## config.mk

```make
export PLATFORM = sky130hd
export DESIGN_NAME = key_log_tokenizer_unit
export DESIGN_NICKNAME = d
export VERILOG_FILES = /design/src/hdl/kltk_pkg.sv /design/src/hdl/kltk_buffer.sv /design/src/hdl/kltk_ctrl.sv /design/src/hdl/key_log_tokenizer_unit.sv
export SDC_FILE = /design/constraint.sdc
export NUM_CORES = 1
export LEC_CHECK = 0
export BUFFER_PORTS_ARGS = -buffer_cell sky130_fd_sc_hd__buf_2
export CAP_MARGIN = 10
export CORE_MARGIN = 5
export CORE_UTILIZATION = 51
export CTS_BUF_LIST = sky130_fd_sc_hd__clkbuf_16
export DETAILED_ROUTE_END_ITERATION = 10
export PLACE_DENSITY = 0.77
export SETUP_SLACK_MARGIN = 0.4
export SYNTH_ARGS = -nofsm -noshare
export SYNTH_HDL_FRONTEND = slang
export SYNTH_HIERARCHICAL = 1
export SYNTH_SLANG_ARGS = --single-unit
```

## constraint.sdc

```tcl
create_clock -name clock -period 4.5 [get_ports clock]
set_clock_uncertainty 0.1 [all_clocks]
set_input_delay 0.675 -clock clock [delete_from_list [all_inputs] [get_ports clock]]
set_output_delay 0.675 -clock clock [all_outputs]
set_load 0.02 [all_outputs]
```

## src/hdl/kltk_pkg.sv

```systemverilog
// Shared types, character codes and meta tag prefixes for the key log tokenizer.
`default_nettype none
package kltk_pkg;

   // Default depth of the tag buffer in bytes
   localparam int TOKEN_BUFFER_BYTES_DEF = 64;

   // Input beat: one raw log byte or an end of stream mark
   typedef struct packed {
      logic [7:0] data_byte;
      logic       end_of_stream;
   } req_type;

   // Output beat: one token byte
   typedef struct packed {
      logic [7:0] token_byte;
      logic       token_last;
      logic       token_chopped;
   } rsp_type;

   // Controller states
   typedef enum logic [1:0] {
      ST_IDLE,
      ST_EMIT,
      ST_BRACKET
   } state_type;

   // Meta tag prefixes
   typedef enum logic [1:0] {
      META_KEYCOUNT,
      META_BEGIN,
      META_END
   } meta_sel_type;

   localparam int META_COUNT = 3;

   // Character codes
   localparam logic [7:0] CH_OPEN     = 8'h5B;
   localparam logic [7:0] CH_CLOSE    = 8'h5D;
   localparam logic [7:0] CH_NEWLINE  = 8'h0A;
   localparam logic [7:0] CH_PRINT_LO = 8'h20;
   localparam logic [7:0] CH_PRINT_HI = 8'h7E;

   localparam int KEYCOUNT_LEN = 10;
   localparam int BEGIN_LEN    = 18;
   localparam int END_LEN      = 16;
   localparam logic [8*KEYCOUNT_LEN-1:0] KEYCOUNT_STR = "[keycount ";
   localparam logic [8*BEGIN_LEN-1:0]    BEGIN_STR    = "[Keylogging begin]";
   localparam logic [8*END_LEN-1:0]      END_STR      = "[Keylogging end]";

   // Length of a meta prefix
   function automatic logic [7:0] meta_len(input meta_sel_type sel);
      logic [7:0] len;
      unique case (sel)
         META_KEYCOUNT: len = 8'(KEYCOUNT_LEN);
         META_BEGIN:    len = 8'(BEGIN_LEN);
         META_END:      len = 8'(END_LEN);
         default:       len = 8'hFF;
      endcase
      return len;
   endfunction

   // True if byte c at tag position pos still agrees with the prefix
   // (positions past the prefix always agree)
   function automatic logic meta_byte_ok(input meta_sel_type sel, input logic [7:0] pos,
                                         input logic [7:0] c);
      logic ok;
      ok = 1'b1;
      unique case (sel)
         META_KEYCOUNT:
            if (pos < 8'(KEYCOUNT_LEN))
               ok = (c == KEYCOUNT_STR[8*(KEYCOUNT_LEN-1-int'(pos)) +: 8]);
         META_BEGIN:
            if (pos < 8'(BEGIN_LEN))
               ok = (c == BEGIN_STR[8*(BEGIN_LEN-1-int'(pos)) +: 8]);
         META_END:
            if (pos < 8'(END_LEN))
               ok = (c == END_STR[8*(END_LEN-1-int'(pos)) +: 8]);
         default:
            ok = 1'b0;
      endcase
      return ok;
   endfunction

endpackage
`default_nettype wire

```

## src/hdl/kltk_buffer.sv

```systemverilog
// Tag buffer memory: one write port, one registered read port.
`default_nettype none
module kltk_buffer #(
   parameter int BUF_BYTES = kltk_pkg::TOKEN_BUFFER_BYTES_DEF,
   parameter int AW        = $clog2(BUF_BYTES)
) (
   input  wire logic          clock,
   input  wire logic          wr_en,
   input  wire logic [AW-1:0] wr_addr,
   input  wire logic [7:0]    wr_data,
   input  wire logic [AW-1:0] rd_addr,
   output      logic [7:0]    rd_data
);

   logic [7:0] buf_mem_ff [BUF_BYTES];
   logic [7:0] rd_data_ff;

   // Write when wr_en is set, read every cycle; read data is registered
   always_ff @(posedge clock) begin
      if (wr_en) begin
         buf_mem_ff[wr_addr] <= wr_data;
      end
      rd_data_ff <= buf_mem_ff[rd_addr];
   end

   assign rd_data = rd_data_ff;

endmodule
`default_nettype wire

```

## src/hdl/kltk_ctrl.sv

```systemverilog
// Tokenizer controller: byte classification, tag tracking, readout and output register.
`default_nettype none
module kltk_ctrl #(
   parameter int BUF_BYTES = kltk_pkg::TOKEN_BUFFER_BYTES_DEF,
   parameter int AW        = $clog2(BUF_BYTES)
) (
   input  wire logic              clock,
   input  wire logic              reset,
   input  wire logic              req_valid,
   output      logic              req_ready,
   input  wire kltk_pkg::req_type req_data,
   output      logic              rsp_valid,
   input  wire logic              rsp_ready,
   output      kltk_pkg::rsp_type rsp_data,
   output      logic              wr_en,
   output      logic [AW-1:0]     wr_addr,
   output      logic [7:0]        wr_data,
   output      logic [AW-1:0]     rd_addr,
   input  wire logic [7:0]        rd_data
);

   localparam logic [AW-1:0] LEN_MAX = AW'(BUF_BYTES - 1);

   kltk_pkg::state_type          state_ff, state_in;
   logic                         armed_ff, armed_in;
   logic                         inside_ff, inside_in;
   logic [AW-1:0]                len_ff, len_in;
   logic                         ovf_ff, ovf_in;
   logic [kltk_pkg::META_COUNT-1:0] match_ff, match_in;
   logic [AW-1:0]                rd_ptr_ff, rd_ptr_in;
   logic                         chop_ff, chop_in;
   logic                         brk_ff, brk_in;
   logic                         rsp_valid_ff, rsp_valid_in;
   kltk_pkg::rsp_type            rsp_ff, rsp_in;

   logic                         accept;
   logic                         out_free;
   logic                         fin;
   logic                         fin_chop;
   logic                         fin_brk;
   logic                         is_meta;
   logic                         emit_last;
   logic [7:0]                   c;

   assign c         = req_data.data_byte;
   assign out_free  = !rsp_valid_ff || rsp_ready;
   assign req_ready = (state_ff == kltk_pkg::ST_IDLE) && out_free;
   assign accept    = req_valid && req_ready;
   assign emit_last = (rd_ptr_ff == len_ff - AW'(1));
   assign rsp_valid = rsp_valid_ff;
   assign rsp_data  = rsp_ff;

   // Control registers
   always_ff @(posedge clock) begin
      if (reset) begin
         state_ff     <= kltk_pkg::ST_IDLE;
         armed_ff     <= 1'b0;
         inside_ff    <= 1'b0;
         len_ff       <= '0;
         ovf_ff       <= 1'b0;
         rsp_valid_ff <= 1'b0;
      end else begin
         state_ff     <= state_in;
         armed_ff     <= armed_in;
         inside_ff    <= inside_in;
         len_ff       <= len_in;
         ovf_ff       <= ovf_in;
         rsp_valid_ff <= rsp_valid_in;
      end
   end

   // Payload and readout registers
   always_ff @(posedge clock) begin
      match_ff  <= match_in;
      rd_ptr_ff <= rd_ptr_in;
      chop_ff   <= chop_in;
      brk_ff    <= brk_in;
      rsp_ff    <= rsp_in;
   end

   // Next state, buffer access and output beat
   always_comb begin
      state_in     = state_ff;
      armed_in     = armed_ff;
      inside_in    = inside_ff;
      len_in       = len_ff;
      ovf_in       = ovf_ff;
      match_in     = match_ff;
      rd_ptr_in    = rd_ptr_ff;
      chop_in      = chop_ff;
      brk_in       = brk_ff;
      rsp_valid_in = rsp_valid_ff && !rsp_ready;
      rsp_in       = rsp_ff;
      wr_en        = 1'b0;
      wr_addr      = len_ff;
      wr_data      = c;
      rd_addr      = rd_ptr_ff;
      fin          = 1'b0;
      fin_chop     = 1'b0;
      fin_brk      = 1'b0;
      is_meta      = 1'b0;

      unique case (state_ff)
         kltk_pkg::ST_IDLE: begin
            if (accept) begin
               if (req_data.end_of_stream) begin
                  // flush a pending tag chopped, then back to reset state
                  fin      = inside_ff;
                  fin_chop = 1'b1;
                  armed_in = 1'b0;
               end else if (inside_ff) begin
                  if (c == kltk_pkg::CH_OPEN) begin
                     armed_in = 1'b0;
                     fin      = 1'b1;
                     fin_chop = ovf_ff;
                     fin_brk  = 1'b1;
                  end else if (c == kltk_pkg::CH_NEWLINE) begin
                     armed_in = 1'b1;
                     fin      = 1'b1;
                     fin_chop = 1'b1;
                  end else begin
                     // store the byte or mark overflow
                     if (len_ff < LEN_MAX) begin
                        wr_en  = 1'b1;
                        len_in = len_ff + AW'(1);
                        for (int i = 0; i < kltk_pkg::META_COUNT; i++) begin
                           match_in[i] = match_ff[i] && kltk_pkg::meta_byte_ok(
                              kltk_pkg::meta_sel_type'(2'(i)), 8'(len_ff), c);
                        end
                     end else begin
                        ovf_in = 1'b1;
                     end
                     if (c == kltk_pkg::CH_CLOSE) begin
                        armed_in = 1'b0;
                        fin      = 1'b1;
                        fin_chop = ovf_in;
                     end
                  end
               end else if (c == kltk_pkg::CH_NEWLINE) begin
                  armed_in = 1'b1;
               end else if (c >= kltk_pkg::CH_PRINT_LO && c <= kltk_pkg::CH_PRINT_HI) begin
                  if (armed_ff && c == kltk_pkg::CH_OPEN) begin
                     // opening bracket is byte 0 and matches every prefix
                     inside_in = 1'b1;
                     wr_en     = 1'b1;
                     wr_addr   = '0;
                     len_in    = AW'(1);
                     ovf_in    = 1'b0;
                     match_in  = '1;
                  end else begin
                     rsp_valid_in = 1'b1;
                     rsp_in       = '{token_byte: c, token_last: 1'b1, token_chopped: 1'b0};
                  end
               end
            end
         end

         kltk_pkg::ST_EMIT: begin
            // rd_data holds the byte at rd_ptr_ff
            if (out_free) begin
               rsp_valid_in = 1'b1;
               rsp_in       = '{token_byte:    rd_data,
                                token_last:    emit_last,
                                token_chopped: emit_last && chop_ff};
               if (emit_last) begin
                  state_in = brk_ff ? kltk_pkg::ST_BRACKET : kltk_pkg::ST_IDLE;
               end else begin
                  rd_ptr_in = rd_ptr_ff + AW'(1);
                  rd_addr   = rd_ptr_ff + AW'(1);
               end
            end
         end

         kltk_pkg::ST_BRACKET: begin
            // the '[' that closed the tag is a token of its own
            if (out_free) begin
               rsp_valid_in = 1'b1;
               rsp_in       = '{token_byte: kltk_pkg::CH_OPEN, token_last: 1'b1,
                                token_chopped: 1'b0};
               state_in     = kltk_pkg::ST_IDLE;
            end
         end

         default: begin
            state_in = kltk_pkg::ST_IDLE;
         end
      endcase

      // Tag finished: drop meta tags, otherwise start the readout at byte 0
      if (fin) begin
         for (int i = 0; i < kltk_pkg::META_COUNT; i++) begin
            if (match_in[i] && 8'(len_in) >= kltk_pkg::meta_len(
                   kltk_pkg::meta_sel_type'(2'(i)))) begin
               is_meta = 1'b1;
            end
         end
         inside_in = 1'b0;
         ovf_in    = 1'b0;
         brk_in    = fin_brk;
         chop_in   = fin_chop;
         if (!is_meta) begin
            state_in  = kltk_pkg::ST_EMIT;
            rd_ptr_in = '0;
            rd_addr   = '0;
         end else if (fin_brk) begin
            state_in = kltk_pkg::ST_BRACKET;
         end
      end
   end

`ifndef SYNTHESIS
   a_emit_in_range: assert property (@(posedge clock) disable iff (reset)
      (state_ff == kltk_pkg::ST_EMIT) |-> (rd_ptr_ff < len_ff))
      else $error("readout pointer beyond tag length");

   a_tag_not_empty: assert property (@(posedge clock) disable iff (reset)
      inside_ff |-> (len_ff != '0))
      else $error("open tag with no bytes");

   a_ovf_only_full: assert property (@(posedge clock) disable iff (reset)
      ovf_ff |-> (inside_ff && len_ff == LEN_MAX))
      else $error("overflow flag set on a tag that is not full");

   a_no_tag_in_readout: assert property (@(posedge clock) disable iff (reset)
      (state_ff != kltk_pkg::ST_IDLE) |-> !inside_ff)
      else $error("tag open during readout");

   a_readout_starts_at_zero: assert property (@(posedge clock) disable iff (reset)
      (state_ff == kltk_pkg::ST_IDLE ##1 state_ff == kltk_pkg::ST_EMIT) |->
         (rd_ptr_ff == '0))
      else $error("readout did not start at byte zero");
`endif

endmodule
`default_nettype wire

```

## src/hdl/key_log_tokenizer_unit.sv

```systemverilog
// Top level of the key log tokenizer: controller plus tag buffer memory.
`default_nettype none
// Splits a raw key log byte stream into tokens, one input beat per byte.
// A printable byte comes out as a one-byte token through the output
// register, so plain text flows at one byte per cycle while the output
// is not back-pressured. A bracketed tag after a newline is stored in the
// tag buffer memory; when it ends, input is held off while the tag is
// read back through the buffer's single registered read port, one byte per
// cycle while the output is not back-pressured, and while a '[' that
// closed it is sent as its own token. Meta tags are recognised while
// they are written and are dropped with no readout. No clearing pass is
// needed after reset.
module key_log_tokenizer_unit #(
   parameter int TOKEN_BUFFER_BYTES = kltk_pkg::TOKEN_BUFFER_BYTES_DEF
) (
   input  wire logic              clock,
   input  wire logic              reset,
   input  wire logic              req_valid,
   output      logic              req_ready,
   input  wire kltk_pkg::req_type req_data,
   output      logic              rsp_valid,
   input  wire logic              rsp_ready,
   output      kltk_pkg::rsp_type rsp_data
);

   localparam int AW = $clog2(TOKEN_BUFFER_BYTES);

   logic          wr_en;
   logic [AW-1:0] wr_addr;
   logic [7:0]    wr_data;
   logic [AW-1:0] rd_addr;
   logic [7:0]    rd_data;

   // Byte handling, tag tracking and readout
   kltk_ctrl #(
      .BUF_BYTES (TOKEN_BUFFER_BYTES),
      .AW        (AW)
   ) u_ctrl (
      .clock     (clock),
      .reset     (reset),
      .req_valid (req_valid),
      .req_ready (req_ready),
      .req_data  (req_data),
      .rsp_valid (rsp_valid),
      .rsp_ready (rsp_ready),
      .rsp_data  (rsp_data),
      .wr_en     (wr_en),
      .wr_addr   (wr_addr),
      .wr_data   (wr_data),
      .rd_addr   (rd_addr),
      .rd_data   (rd_data)
   );

   // Tag storage
   kltk_buffer #(
      .BUF_BYTES (TOKEN_BUFFER_BYTES),
      .AW        (AW)
   ) u_buffer (
      .clock   (clock),
      .wr_en   (wr_en),
      .wr_addr (wr_addr),
      .wr_data (wr_data),
      .rd_addr (rd_addr),
      .rd_data (rd_data)
   );

endmodule
`default_nettype wire

```

=== After elaboration in Yosys (flattened, before gate mapping) ===
Memory sizes are Yosys's and may differ from the RTL's. A register that Yosys moved wholly into a read port is not among the register bits.
Cells that the tools add are included.

* Memories: 1
* Bits in registers: 33
* Output and inout bits: 12
* Memory bits (writable): 512

* Equal/unequal tests: 20
* Reductions and logical operators: 28
* Order comparisons: 9
* Bitwise logic cells: 1
* Shifts and indexed selects: 3
* Muxes and demuxes: 131
* $add $sub $neg: 6

{| class="wikitable"
|+ Memory list
! memory !! words !! bits a word !! read ports !! clocked after Yosys merged registers in !! write ports !! RTL line !! RTL
|-
| u_buffer.buf_mem_ff || 64 || 8 || 1 || 1 || 1 || kltk_buffer.sv:15 || <nowiki>logic [7:0] buf_mem_ff [BUF_BYTES];</nowiki>
|}

{| class="wikitable"
|+ Operators with widths
! kind !! number
|-
| variable part select 144 x 32 -> 8 bit, first input constant || 1
|-
| two-way mux 6 bit || 22
|-
| variable part select 128 x 32 -> 8 bit, first input constant || 1
|-
| two-way mux 10 bit || 8
|-
| variable part select 80 x 32 -> 8 bit, first input constant || 1
|-
| two-way mux 1 bit || 78
|-
| two-way mux 3 bit || 10
|-
| case mux 10 bit (3 select lines) || 1
|-
| equality test 8 bit || 3
|-
| greater-or-equal comparator 6 x 8 -> 1 bit || 3
|-
| two-way mux 8 bit || 3
|-
| equality test 8 x 7 -> 1 bit, second input constant || 2
|-
| two-way mux 2 bit || 7
|-
| subtractor 4 x 6 -> 7 bit, first input constant || 2
|-
| adder 6 x 1 -> 6 bit, second input constant || 2
|-
| logical AND 1 bit || 12
|-
| less-than comparator 6 x 5 -> 1 bit, second input constant || 2
|-
| inequality test 2 bit, second input constant || 6
|-
| inequality test 2 x 1 -> 1 bit, second input constant || 5
|-
| AND reduction 9 bit || 1
|-
| equality test 8 x 4 -> 1 bit, second input constant || 1
|-
| greater-or-equal comparator 8 x 6 -> 1 bit, second input constant || 1
|-
| less-or-equal comparator 8 x 7 -> 1 bit, second input constant || 1
|-
| AND reduction 8 bit || 1
|-
| other kinds (20) || 24
|}

=== Longest topological paths before layout ===
* Depth after elaboration: 26
* Depth in mapped cells: 23

=== Modules after synthesis ===
The synthesis kept the hierarchy.

{| class="wikitable"
|+ By module, submodules not included
! module !! cells each !! times used !! area each (sq um)
|-
| kltk_buffer || 972 || 1 || 20,190.6
|-
| kltk_ctrl || 449 || 1 || 3,514.6
|}

=== Worst setup path after synthesis ===
OpenSTA, ideal clock, no wires.

* Path kind: register -> register
* From: register u_ctrl.len_ff[1]
* To: register u_buffer.rd_data_ff[7] (netlist: u_buffer/rd_data[7]), read port of u_buffer.buf_mem_ff
* Library setup time: 0.131 ns
* Setup slack: -0.293 ns
* Stages on the path, launching flop included: 19
* Path buffers: 5
* Arrival time: 4.562 ns
* Required time: 4.269 ns
* Cell sequence: dfxtp_1 buf_4 buf_2 inv_2 ha_1 buf_2 xor3_2 mux4_2 o31ai_2 o2111a_1 o2111ai_2 a21o_4 a21oi_1 buf_6 buf_6 mux4_2 mux4_2 o2111ai_1 o41ai_1

* Word-level cells in the longest chain between the ends: 26
* Elaborated cells on any way between the ends: 75
* Classes of those cells: 5 x add/sub; 7 x order compare; 4 x eq/ne; 3 x shift; 50 x mux; 6 x reduce/logical

{| class="wikitable"
|+ RTL lines
! what !! RTL line !! RTL
|-
| from (decl) || kltk_ctrl.sv:27 || <nowiki>logic [AW-1:0] len_ff, len_in;</nowiki>
|-
| from (signal assigned) || kltk_ctrl.sv:66 || <nowiki>len_ff <= len_in;</nowiki>
|-
| subtractor 4 x 6 -> 7 bit || kltk_pkg.sv:72 || <nowiki>ok = (c == KEYCOUNT_STR[8*(KEYCOUNT_LEN-1-int'(pos)) +: 8]);</nowiki>
|-
| variable part select 80 x 32 -> 8 bit || kltk_pkg.sv:72 ||
|-
| equality test 8 bit || kltk_pkg.sv:72 ||
|-
| two-way mux 1 bit || kltk_pkg.sv:71 || <nowiki>if (pos < 8'(KEYCOUNT_LEN))</nowiki>
|-
| two-way mux 1 bit || kltk_ctrl.sv:123 || <nowiki>if (len_ff < LEN_MAX) begin</nowiki>
|-
| two-way mux 1 bit || kltk_ctrl.sv:117 || <nowiki>end else if (c == kltk_pkg::CH_NEWLINE) begin</nowiki>
|-
| two-way mux 1 bit || kltk_ctrl.sv:112 || <nowiki>if (c == kltk_pkg::CH_OPEN) begin</nowiki>
|-
| two-way mux 1 bit || kltk_ctrl.sv:111 || <nowiki>end else if (inside_ff) begin</nowiki>
|-
| [9 not listed] || n/a ||
|-
| two-way mux 3 bit || kltk_ctrl.sv:105 || <nowiki>if (accept) begin</nowiki>
|-
| two-way mux 3 bit || kltk_ctrl.sv:103 || <nowiki>unique case (state_ff)</nowiki>
|-
| logical AND 1 bit || kltk_ctrl.sv:192 || <nowiki>if (match_in[i] && 8'(len_in) >= kltk_pkg::meta_len(</nowiki>
|-
| two-way mux 1 bit (3 in series) || kltk_ctrl.sv:192 ||
|-
| two-way mux 1 bit || kltk_ctrl.sv:190 || <nowiki>if (fin) begin</nowiki>
|-
| two-way mux 6 bit || kltk_ctrl.sv:201 || <nowiki>if (!is_meta) begin</nowiki>
|-
| two-way mux 6 bit (*) || kltk_ctrl.sv:190 ||
|-
| net rd_addr[0] || key_log_tokenizer_unit.sv:31 || <nowiki>logic [AW-1:0] rd_addr;</nowiki>
|-
| to (decl) || kltk_buffer.sv:16 || <nowiki>logic [7:0] rd_data_ff;</nowiki>
|}

The timed path passes the listed nets; every way through them passes the cells marked *. The select of a mux whose other input is x is not followed.
A chain may end at the register's enable or synchronous reset.

=== Worst setup path in the final report ===
* From: register u_ctrl.len_ff[1]
* To: register u_buffer.rd_data_ff[7] (netlist: u_buffer/rd_data[7]), read port of u_buffer.buf_mem_ff

* Word-level cells in the longest chain between the ends: 26
* Elaborated cells on any way between the ends: 75
* Classes of those cells: 5 x add/sub; 7 x order compare; 4 x eq/ne; 3 x shift; 50 x mux; 6 x reduce/logical

{| class="wikitable"
|+ RTL lines
! what !! RTL line !! RTL
|-
| subtractor 4 x 6 -> 7 bit || kltk_pkg.sv:72 ||
|-
| variable part select 80 x 32 -> 8 bit || kltk_pkg.sv:72 ||
|-
| equality test 8 bit || kltk_pkg.sv:72 ||
|-
| two-way mux 1 bit || kltk_pkg.sv:71 ||
|-
| two-way mux 1 bit || kltk_ctrl.sv:123 ||
|-
| two-way mux 1 bit || kltk_ctrl.sv:117 ||
|-
| two-way mux 1 bit || kltk_ctrl.sv:112 ||
|-
| two-way mux 1 bit || kltk_ctrl.sv:111 ||
|-
| [10 not listed] || n/a ||
|-
| two-way mux 3 bit (*) || kltk_ctrl.sv:103 ||
|-
| net u_ctrl.match_in (one bit) || kltk_ctrl.sv:29 || <nowiki>logic [kltk_pkg::META_COUNT-1:0] match_ff, match_in;</nowiki>
|-
| logical AND 1 bit (*) || kltk_ctrl.sv:192 ||
|-
| two-way mux 1 bit (*) (3 in series) || kltk_ctrl.sv:192 ||
|-
| two-way mux 1 bit (*) || kltk_ctrl.sv:190 ||
|-
| two-way mux 6 bit (*) || kltk_ctrl.sv:201 ||
|-
| two-way mux 6 bit (*) || kltk_ctrl.sv:190 ||
|-
| net rd_addr[0] || key_log_tokenizer_unit.sv:31 ||
|}

Marks and branches as above.

==> metrics.md <==
| Metric | Value |
|---|---|
| Area of the die | around 51,000 µm² |
| EDFF count, synth | approximately 520 |
| Worst path cell trace | inv_8 -> ha_4 -> buf_6 -> or4_4 -> a211oi_4 -> o22ai_2 -> xor2_1 -> o211ai_1 -> a211oi_2 -> o22ai_2 -> a21oi_4 -> buf_12 -> buf_12 -> mux4_2 -> mux4_2 -> o2111ai_2 -> o41ai_2 |
| Initial antenna violation count | 0 |
| DP Wirelength | 40.9 mm |
| Register area share after synthesis | 0.688 |
| Core Box Area | 46,300 µm² |
| Worst Max-Slew Pin Slew | 0.924 ns |
| Clock Tree Buf Depth | 3 |
| CTS sink count | between 500 and 600 |
| Hold_buf cts | 0 |
| Cell family with the largest share of critical-path delay | compound AO/OA/AOI/OAI gates |
| Status | finished, violations left |
| CTS Buf Count | 52 |
| Buffers on Ports | 24 |
| Remaining global-route overflow | 0 |
| Ys async rst share | 0 |
| Max Clk Rate | 214 MHz |
| Tcrit/Tclk final | 1.04 |
| Flops & latches, synth | 553 |
| Ports | 25 |
| Die height | 226 µm |
| Final worst setup slack | -0.173 ns |
| Post-DR wirelength/cell | 27.5 µm |
| DRC violations left | 0 |
| Worst skew pair latency | 0.61 ns |
| Pre-CTS WS | -0.453 ns |
| Cell count after synthesis | 1,421 |
| Setup-failing EPs final | 8 |
| Worst setup EP type | register |
| Slowest-stage cell, CP | mux4_2 |
| Fin crit period | 4.67 ns |
| Netlist cell types | 89 |
| Detail Route Antenna Nets | 0 |
| Die W | 226 µm |
| Max transition margin | 0.384 |
| VDD IR max | 0.000335 V |
| Failing checks | setup timing |
| Root buf cell | clkbuf_16 |
| # rows | 79 |
| Endpoints failing hold | 0 |
| Wirelength, routed | between 60 and 70 mm |
| WP buf/inv | 4 |
| Worst min-delay path class | input port to register |
| Cell with the most instances after synthesis | edfxtp_1 |
| Clock-pin slew on the worst setup and hold paths | 0.07 ns |
| Max-capacitance violation count | 0 |
| Largest stage delay, worst path | 0.58 ns |
| Startpoint Class | register |
| Share of cells above drive strength 1 | 0.351 |
| P&R area growth vs syn | 20.9% |
| Worst setup path category | register to register |
| CTS H-Tree Depth | 2 |
| First drt pass iteration count | 6 |
| Vias in the first global route | 14,789 |
| Worst endpoint data arrival time | 5.06 ns |
| PD cells | between 300 and 400 nW/µm² |
| RSZ-0062 raised after global routing | yes |
| Leak | between 9 and 10 nW |
| Commonest cells post-synth | edfxtp_1 (524), mux4_2 (125), nor2_1 (125) |
| Layout net count | 1,732 |
| Hold Slack | 0.293 ns |
| RePlAce Congestion | 0.978 |
| Post-Syn Area | 23,700 µm² |
| Maximum fanout along the worst path | 6 |
| Largest area contributor in the netlist | edfxtp_1 |
| Via-to-Cell Ratio | 6.49 |
| Post-layout util | 0.620 |
| Synth area leaders | edfxtp_1 (66%), mux4_2 (12%), dfxtp_1 (2.4%) |
| Design Power | 0.0108 W |
| First-pass GRT wire length | around 94 mm |
| Yosys top cell area share | 0.664 |
| Final Slew Violations | 0 |
| Fillcell total | 3,090 |
| Critical Path RT | 4.89 ns |
| Total Routing Usage GR | 0.248 |
| Ys flop type | edfxtp_1 |
| Largest net degree at the start of global routing | 67 |
| Synthesized area per cell | 16.7 µm² |
| Initial core utilization | 0.512 |
| Initial DRC count | 2,198 |
| Fin Setup TNS | -0.863 ns |
| CTS tree | yes |
| DR vias | 15,261 |
| Synthesis Warnings | 6 |
| Diode count | 0 |
| Syn nets | 1,448 |
[repair_timing]
| item | 4_1_cts | 5_1_grt |
|---|---|---|
| cloned | 3 | 4 |
| resized for setup | 40 | 44 |
| setup endpoints to repair | 8 | 8 |
| pin swaps | 16 | 14 |
| buffers inserted | 17 | 17 |
[area by class of cell]
class                   instances  area (µm²)  area share
clock inverters                43         215     0.00751
flip-flops and latches        553       16300       0.569
repair buffers                330        2890       0.101
clock buffers                  52        1300      0.0454
multi-input cells             746        7090       0.247
inverters                      22        90.1     0.00314
well taps                     607         759      0.0265
[cells in the final DEF (no fill, tap or decap), types with 20 or more instances in the layout]
master     instances
nor2_1           120
mux4_2           125
dfxtp_1           26
nand2_1           45
buf_4            268
edfxtp_1         524
clkinv_1          20
buf_12            21
a21oi_1           43
clkbuf_16         56
inv_1             28
buf_2             24
o21ai_0           26
nand3_1           33
[report_power, final]
part / switching (W) / leakage (nW) / internal (W)
registers: 0.0000155 / 4.94 / 0.00564
clock network: 0.00188 / 0.783 / 0.00210
logic: 0.000569 / 4.00 / 0.000612
[sequential cells by signal, indices dropped and copies added, names as in the netlist, 2 cells and up]
signal and flops:
u_ctrl/state_ff 2, u_buffer/rd_data 8, u_ctrl/rsp_data 10, u_ctrl/rd_ptr_ff 6, u_ctrl/match_ff 3, u_ctrl/len_ff 6, u_buffer/buf_mem_ff 512
[cells by family after synthesis]
kind of cell	count (synthesis)	share of synthesized area
flops	553	0.688
simple gates	333	0.0704
compound gates	224	0.0672
mux	149	0.129
buf+inv	122	0.0265
xor+xnor	26	0.0111
fa+ha+maj	14	0.00739
[through the flow]
step	cells	instance area, µm²
after floorplan	1421	23800
after global placement	2217	26300
after detailed placement	2217	26300
after CTS	2332	28200
after global routing	2353	28700
final	2353	28700
[per-layer routing]
metal	wire [µm]	GRT usage
met1	23600	0.343
met2	31500	0.399
met3	7080	0.0493
met4	2540	0.0865
met5	0	0
[worst paths after layout]
path                      startpoint                   to  slack, ns  cells past startpoint
hold reg to reg   u_ctrl/match_ff[2]   u_ctrl/match_ff[2]       0.37                      2
hold / removal                 reset   u_ctrl/state_ff[1]       0.29                      2
setup reg to reg    u_ctrl/len_ff[1]  u_buffer/rd_data[7]      -0.17                     17
setup / recovery    u_ctrl/len_ff[1]  u_buffer/rd_data[7]      -0.17                     17
Power figures use the tool's default switching activity.
